**src/mfl_pkg.sv**
```systemverilog
// ----------------------------------------------------------------------------
// mfl_pkg
// Shared widths, register indexes, state and operation codes, and the
// status bundle of the level-graph maximum flow engine.
// ----------------------------------------------------------------------------
package mfl_pkg;

    localparam int DEF_MAX_NODES = 64;
    localparam int DEF_CAP_BITS  = 16;

    localparam int NODE_W     = 6;
    localparam int CAP_IN_W   = 16;
    localparam int FLOW_OUT_W = 22;
    localparam int CFG_IDX_W  = 2;
    localparam int CFG_DATA_W = 7;

    localparam logic [CFG_IDX_W-1:0] CFG_NODE_COUNT = 2'd0;
    localparam logic [CFG_IDX_W-1:0] CFG_SOURCE     = 2'd1;
    localparam logic [CFG_IDX_W-1:0] CFG_SINK       = 2'd2;

    localparam logic [CFG_DATA_W-1:0] RST_NODE_COUNT = 7'd64;
    localparam logic [NODE_W-1:0]     RST_SOURCE     = 6'd0;
    localparam logic [NODE_W-1:0]     RST_SINK       = 6'd63;

    localparam logic REQ_RUN = 1'b1;

    localparam logic [FLOW_OUT_W-1:0] FLOW_OUT_MAX = 22'h3FFFFF;

    typedef enum logic [4:0] {
        ST_IDLE,
        ST_CLR_CAP,
        ST_CLR_FLOW,
        ST_BFS_INIT,
        ST_BFS_POP,
        ST_BFS_LVL,
        ST_BFS_LVW,
        ST_BFS_RD,
        ST_BFS_EV,
        ST_BFS_END,
        ST_NX_CLR,
        ST_AUG_INIT,
        ST_AUG_NX,
        ST_AUG_SCAN,
        ST_AUG_EV,
        ST_PUSH,
        ST_POP,
        ST_POPV,
        ST_POPN,
        ST_BN_INIT,
        ST_BN_A,
        ST_BN_C,
        ST_BN_R,
        ST_UP_INIT,
        ST_UP_A,
        ST_UP_C,
        ST_UP_W1,
        ST_UP_W2,
        ST_ACC,
        ST_RESULT
    } state_t;

    typedef enum logic [4:0] {
        OP_NOP,
        OP_TAKE_WR,
        OP_TAKE_RUN,
        OP_CLR_CAP,
        OP_CLR_FLOW,
        OP_BFS_INIT,
        OP_BFS_POP,
        OP_BFS_LVL,
        OP_BFS_LVW,
        OP_BFS_RD,
        OP_BFS_EV,
        OP_NX_START,
        OP_NX_CLR,
        OP_AUG_INIT,
        OP_AUG_NX,
        OP_AUG_SCAN,
        OP_AUG_SKIP,
        OP_PUSH,
        OP_POP,
        OP_POPV,
        OP_POPN,
        OP_BN_INIT,
        OP_BN_A,
        OP_BN_C,
        OP_BN_R,
        OP_UP_INIT,
        OP_UP_A,
        OP_UP_C,
        OP_UP_W1,
        OP_UP_W2,
        OP_ACC,
        OP_RESULT
    } op_t;

    typedef struct packed {
        logic clr_last;
        logic run_ok;
        logic head_eq_tail;
        logic scan_end;
        logic bfs_hit;
        logic nx_last;
        logic edge_ok;
        logic depth_room;
        logic nx_is_dst;
        logic bi_last;
        logic out_busy;
    } status_t;

endpackage

```
**src/mfl_ctrl.sv**
```systemverilog
// ----------------------------------------------------------------------------
// mfl_ctrl
// Sequencer of the engine: walks the clearing passes, the level search, the
// path search, the bottleneck and update passes, and issues one datapath
// operation per cycle.
// ----------------------------------------------------------------------------
module mfl_ctrl (
    input  logic             clk,
    input  logic             rst_n,
    input  logic             in_valid,
    input  logic             req_type,
    input  mfl_pkg::status_t status,
    output mfl_pkg::op_t     op,
    output logic             in_stall
);
    import mfl_pkg::*;

    state_t state_reg;
    state_t state_next;

    always_ff @(posedge clk or negedge rst_n)
    begin
        if (!rst_n)
        begin
            state_reg <= ST_CLR_CAP;
        end
        else
        begin
            state_reg <= state_next;
        end
    end

    always_comb
    begin
        state_next = state_reg;
        op         = OP_NOP;
        in_stall   = 1'b1;
        case (state_reg)
            ST_IDLE:
            begin
                in_stall = 1'b0;
                if (in_valid)
                begin
                    if (req_type == REQ_RUN)
                    begin
                        op         = OP_TAKE_RUN;
                        state_next = ST_CLR_FLOW;
                    end
                    else
                    begin
                        op = OP_TAKE_WR;
                    end
                end
            end
            ST_CLR_CAP:
            begin
                op = OP_CLR_CAP;
                if (status.clr_last)
                begin
                    state_next = ST_IDLE;
                end
            end
            ST_CLR_FLOW:
            begin
                op = OP_CLR_FLOW;
                if (status.clr_last)
                begin
                    state_next = status.run_ok ? ST_BFS_INIT : ST_RESULT;
                end
            end
            ST_BFS_INIT:
            begin
                op         = OP_BFS_INIT;
                state_next = ST_BFS_POP;
            end
            ST_BFS_POP:
            begin
                if (status.head_eq_tail)
                begin
                    state_next = ST_BFS_END;
                end
                else
                begin
                    op         = OP_BFS_POP;
                    state_next = ST_BFS_LVL;
                end
            end
            ST_BFS_LVL:
            begin
                op         = OP_BFS_LVL;
                state_next = ST_BFS_LVW;
            end
            ST_BFS_LVW:
            begin
                op         = OP_BFS_LVW;
                state_next = ST_BFS_RD;
            end
            ST_BFS_RD:
            begin
                if (status.scan_end)
                begin
                    state_next = ST_BFS_POP;
                end
                else
                begin
                    op         = OP_BFS_RD;
                    state_next = ST_BFS_EV;
                end
            end
            ST_BFS_EV:
            begin
                op         = OP_BFS_EV;
                state_next = ST_BFS_RD;
            end
            ST_BFS_END:
            begin
                if (status.bfs_hit)
                begin
                    op         = OP_NX_START;
                    state_next = ST_NX_CLR;
                end
                else
                begin
                    state_next = ST_RESULT;
                end
            end
            ST_NX_CLR:
            begin
                op = OP_NX_CLR;
                if (status.nx_last)
                begin
                    state_next = ST_AUG_INIT;
                end
            end
            ST_AUG_INIT:
            begin
                op         = OP_AUG_INIT;
                state_next = ST_AUG_NX;
            end
            ST_AUG_NX:
            begin
                op         = OP_AUG_NX;
                state_next = ST_AUG_SCAN;
            end
            ST_AUG_SCAN:
            begin
                if (status.scan_end)
                begin
                    state_next = ST_POP;
                end
                else
                begin
                    op         = OP_AUG_SCAN;
                    state_next = ST_AUG_EV;
                end
            end
            ST_AUG_EV:
            begin
                if (status.edge_ok)
                begin
                    state_next = status.depth_room ? ST_PUSH : ST_POP;
                end
                else
                begin
                    op         = OP_AUG_SKIP;
                    state_next = ST_AUG_SCAN;
                end
            end
            ST_PUSH:
            begin
                op         = OP_PUSH;
                state_next = status.nx_is_dst ? ST_BN_INIT : ST_AUG_NX;
            end
            ST_POP:
            begin
                op         = OP_POP;
                state_next = status.bi_last ? ST_BFS_INIT : ST_POPV;
            end
            ST_POPV:
            begin
                op         = OP_POPV;
                state_next = ST_POPN;
            end
            ST_POPN:
            begin
                op         = OP_POPN;
                state_next = ST_AUG_SCAN;
            end
            ST_BN_INIT:
            begin
                op         = OP_BN_INIT;
                state_next = ST_BN_A;
            end
            ST_BN_A:
            begin
                op         = OP_BN_A;
                state_next = ST_BN_C;
            end
            ST_BN_C:
            begin
                op         = OP_BN_C;
                state_next = ST_BN_R;
            end
            ST_BN_R:
            begin
                op         = OP_BN_R;
                state_next = status.bi_last ? ST_UP_INIT : ST_BN_C;
            end
            ST_UP_INIT:
            begin
                op         = OP_UP_INIT;
                state_next = ST_UP_A;
            end
            ST_UP_A:
            begin
                op         = OP_UP_A;
                state_next = ST_UP_C;
            end
            ST_UP_C:
            begin
                op         = OP_UP_C;
                state_next = ST_UP_W1;
            end
            ST_UP_W1:
            begin
                op         = OP_UP_W1;
                state_next = ST_UP_W2;
            end
            ST_UP_W2:
            begin
                op         = OP_UP_W2;
                state_next = status.bi_last ? ST_ACC : ST_UP_C;
            end
            ST_ACC:
            begin
                op         = OP_ACC;
                state_next = ST_AUG_INIT;
            end
            ST_RESULT:
            begin
                if (!status.out_busy)
                begin
                    op         = OP_RESULT;
                    state_next = ST_IDLE;
                end
            end
            default:
            begin
                state_next = ST_IDLE;
            end
        endcase
    end

endmodule

```
**config.mk**
```make
export PLATFORM = sky130hd
export DESIGN_NAME = mfl_ctrl
export DESIGN_NICKNAME = d
export VERILOG_FILES = /design/src/mfl_pkg.sv /design/src/mfl_ctrl.sv
export SDC_FILE = /design/constraint.sdc
export NUM_CORES = 1
export LEC_CHECK = 0
export ABC_AREA = 1
export BUFFER_PORTS_ARGS = -buffer_cell sky130_fd_sc_hd__buf_2
export CAP_MARGIN = 30
export CORE_MARGIN = 3
export CORE_UTILIZATION = 50
export DETAILED_ROUTE_END_ITERATION = 10
export PLACE_DENSITY = 0.72
export SETUP_SLACK_MARGIN = 0.1
export SLEW_MARGIN = 25
export SYNTH_ARGS = -nofsm -noshare
export SYNTH_HDL_FRONTEND = slang
export SYNTH_SLANG_ARGS = --single-unit
```
**constraint.sdc**
```tcl
create_clock -name clk -period 1.73 [get_ports clk]
set_input_delay 0.346 -clock clk [delete_from_list [all_inputs] [get_ports clk]]
set_output_delay 0.346 -clock clk [all_outputs]
set_load 0.05 [all_outputs]
```
==> results of run 1 <==
per-stage QoR:
stage	utilization	area (um2)	setup slack, ns
CTS	0.9126	1882	-0.3686
detailed placement	0.8204	1692	-0.2527
global placement	0.8204	1692	-0.2100
floorplan	-	1241	-0.1511
kinds of logic after synthesis:
| family | synth area share |
|---|---|
| buf+inv | 0.1441 |
| compound gates | 0.06550 |
| flops | 0.1103 |
| simple gates | 0.6801 |
what timing repair did:
item / CTS
pin swaps: 5
hold endpoints to repair: 4
setup buffers: 5
endpoints found under the setup margin: 11
hold buffers: 1
gates resized for setup: 32
==> results.cfg, run 1 <==
[run_status]
status = did not finish
haltStage = 5_1_grt
error_line = [ERROR DPL-0038] Utilization greater than 100%, impossible to legalize

[place]
dp_hpwl_um = 3760
globalplace.congestion = 1.052
placed_cells = 304
io_buffers = 20

[sta]
postGrtWorstEndpoint = op[2]
endpoint_type = output port

[synthesis]
yosysSeqAreaShare = 0.1103
ys_seq_elements = 5
synthArstFlopShare = 1.000
synth_common_cells = nand2_1 (67), nand3_1 (37), nor2_1 (32), inv_1 (20), nand4_1 (7)
ys.flop_type = dfrtp_1
postSynthNetCount = 228
netlist_instances = 213
synth_most_common_cell = nand2_1
synth_warnings = 0
synth.top_cells.by_area = nand2_1 (22%), nand3_1 (16%), nor2_1 (10%), dfrtp_1 (8.7%), inv_1 (6.6%)
netlist_area_um2 = 1146
yosysUniqueCellTypes = 28
synth_top_area_cell = nand2_1
synth_top_area_frac = 0.2194
synth_edf_count = 0
synth.avg_cell_area_um2 = 5.381

[cts]
cts_buffers = 3
root_buffer = clkbuf_4
clockBufferDepth = 2
h-tree-depth = 1
numClockSinks = 5

[floorplanning]
io_pins = 21
fp.dieW_um = 53.88
initial_utilization = 0.5558
die_height_um = 53.88
num_rows = 16

[global_route]
grt_max_degree = 16
==> inputs of run 2 (changes only) <==
- CORE_AREA: unset -> 3 3 64 66
- CORE_MARGIN: 3 -> unset
- CORE_UTILIZATION: 50 -> unset
- DIE_AREA: unset -> 0 0 67 69
- PLACE_DENSITY: 0.72 -> unset
- PLACE_DENSITY_LB_ADDON: unset -> 0.15
- SETUP_SLACK_MARGIN: 0.1 -> unset
==> run 2 against run 1 <==
The flow now finishes, with violations (setup timing). Synthesized area stayed put. Synthesized cell count stayed put.
==> results.cfg, run 2 <==
[global_route]
grt_overflow_total = 0
grt_pass1_vias = 1623
grt_pass1_wl_um = 7583
grt_max_degree = 15
antenna_found_initial = 0
grtUsageTotal = 0.2121

[cts]
clock_latency_ns = 0.22
cts_tree = done
clk_pin_slew_worst_paths_ns = 0.03
cts_buffers = 3
root_buffer = clkbuf_8
h-tree-depth = 1
clockBufferDepth = 2
numClockSinks = 5

[power]
ir_worst_vdd_v = 0.0008055
cellLeakagePower_nw = 1.181
powerDensity_nw_per_um2 = 1644

[synthesis]
synth_edf_count = 0
ys_seq_elements = 5
synth_most_common_cell = nand2_1
synth_top_area_cell = nand2_1
synth_top_area_frac = 0.2194
yosysUniqueCellTypes = 28
yosysSeqAreaShare = 0.1103
postSynthNetCount = 228
synthArstFlopShare = 1.000
synth_common_cells = nand2_1 (67), nand3_1 (37), nor2_1 (32), inv_1 (20), nand4_1 (7)
synth.top_cells.by_area = nand2_1 (22%), nand3_1 (16%), nor2_1 (10%), dfrtp_1 (8.7%), inv_1 (6.6%)
synth_warnings = 0
ys.flop_type = dfrtp_1
netlist_area_um2 = 1146
synth.avg_cell_area_um2 = 5.381
netlist_instances = 213

[critical_path]
cp-end-kind = output port
crit_start = state_reg[0]
path_class = reg -> out
startpoint_type = flip-flop
cp.required_ns = 1.38
regToRegStartpoint = state_reg[0]
cp.arrival_ns = 1.80
cp_max_fo = 7

[floorplanning]
num_rows = 22
fp.dieW_um = 67
io_pins = 21
initial_utilization = 0.3154
die_area_um2 = 4623
die_height_um = 69
core_um2 = 3633

[run_status]
violations = setup timing
status = finished, violations left

[sta]
rsz0062_at_grt = true
finalSetupViolCount = 9
hold_violations = 0
fin_crit_sh = 1.239
fin_ws_ns = -0.4139
fin_worst_skew_ns = 0.0006412
max_slew_margin = 0.8103
tightest_slew_ns = 0.2830
drv_slew = 0
period_needed_ns = 2.144
fmaxAchievable_mhz = 466.5

[drt]
routedWlPerCell_um = 13.77
drt-initial-drc-count = 100
wirelength_um = 4763
vias = 1642
ant_nets = 0
drt-vias-per-instance = 4.746
drc_errors = 0
drtPass1Iterations = 4

[layout]
final_cell_area_um2 = 2096
n_antenna_cell = 0
final_common_cell = nand2_1
num-nets-final = 314
post-route-util = 0.5768
drive_gt1_frac = 0.5000
nFillCells = 386
area_growth_pct = 82.86
largest_reg_flops = 5
layout_common_cells = nand2_1 (60), buf_4 (57), nand3_1 (26)

[worst_hold_path]
min_from = status[0]
worstHoldPathType = in -> reg

[place]
io_buffers = 20
place_area_um2 = 1805
globalplace.congestion = 1.009
dp_hpwl_um = 3935

[flow_run]
cap_violations = 0
[run 2: cell counts after synthesis]
Identical to the previous run, type by type.
[run 2: final cells by class]
cell class / count / area [um2] / share of cell area
Timing Repair Buffer: 87 / 709.4 / 0.3385
Tap cell: 48 / 60.06 / 0.02866
Sequential cell: 5 / 130.1 / 0.06209
Clock buffer: 4 / 45.04 / 0.02149
Inverter: 25 / 100.1 / 0.04776
Multi-Input combinational cell: 177 / 1051 / 0.5015
[run 2: cells by family (layout without fill, tap and decap cells)]
logic type	Yosys count	count (layout)	share of synthesized area
flip-flops	5	5	0.1103
AND/OR/NAND/NOR	165	165	0.6801
buffers and inverters	31	116	0.1441
AO/OA/AOI/OAI	12	12	0.06550
[run 2: final timing paths]
| kind | end | slack [ns] | cells after the start |
|---|---|---|---|
| max | op[4] | -0.41 | 9 |
| min | state_reg[2] | 0.42 | 3 |
| max reg2reg | state_reg[1] | -0.08 | 12 |
| min reg2reg | state_reg[0] | 0.56 | 2 |
| max in group asynchronous | state_reg[0] | 1.05 | 2 |
| min in group asynchronous | state_reg[4] | 0.47 | 2 |
[run 2: layer usage]
metal	global-route usage	vias up	part of all wire
met2	0.3734	48	0.50
met5	0	-	0
met3	0.01140	12	0.036
li1	-	863	-
met1	0.2671	719	0.44
met4	0.06982	0	0.033
[run 2: what timing repair did]
action | in CTS | in global routing
hold buffers | 1 | 0
setup endpoints to repair | 10 | 11
pin swaps | 10 | 13
gates cloned | 0 | 0
gates resized for setup | 35 | 19
buffers inserted | 6 | 3
endpoints found under the hold margin | 4 | 0
[run 2: per-stage QoR]
stage | TNS, ns | power, mW | instances | worst slack, ns | hold slack, ns
after global placement | -1.530 | 2.764 | 335 | -0.3400 | 0.1615
after detailed placement | -1.604 | 2.771 | 335 | -0.3439 | 0.1607
after floorplan | -0.3173 | 1.898 | 213 | -0.1511 | 0.05041
final | -2.109 | 3.445 | 346 | -0.4139 | 0.4219
after global routing | -3.285 | 3.690 | 346 | -0.5076 | 0.4344
after CTS | -2.463 | 3.307 | 346 | -0.4003 | 0.4260
[run 2: critical path, cell delays in order (launching register included)]
cell and delay, ns:
dfstp_2 0.64, inv_4 0.07, nor2_4 0.21, nand3_4 0.13
nand2_2 0.08, inv_2 0.04, nand4_1 0.12, nor2_4 0.06
nand2_2 0.08, buf_8 0.14
[run 2: where the power goes]
group          total [mW]  switching [mW]  internal [mW]
sequential          0.287           0.102          0.185
combinational        2.95            1.67           1.28
clock               0.208          0.0504          0.158
total                3.45            1.83           1.62
Note: power is estimated with default switching activity, not from simulation.
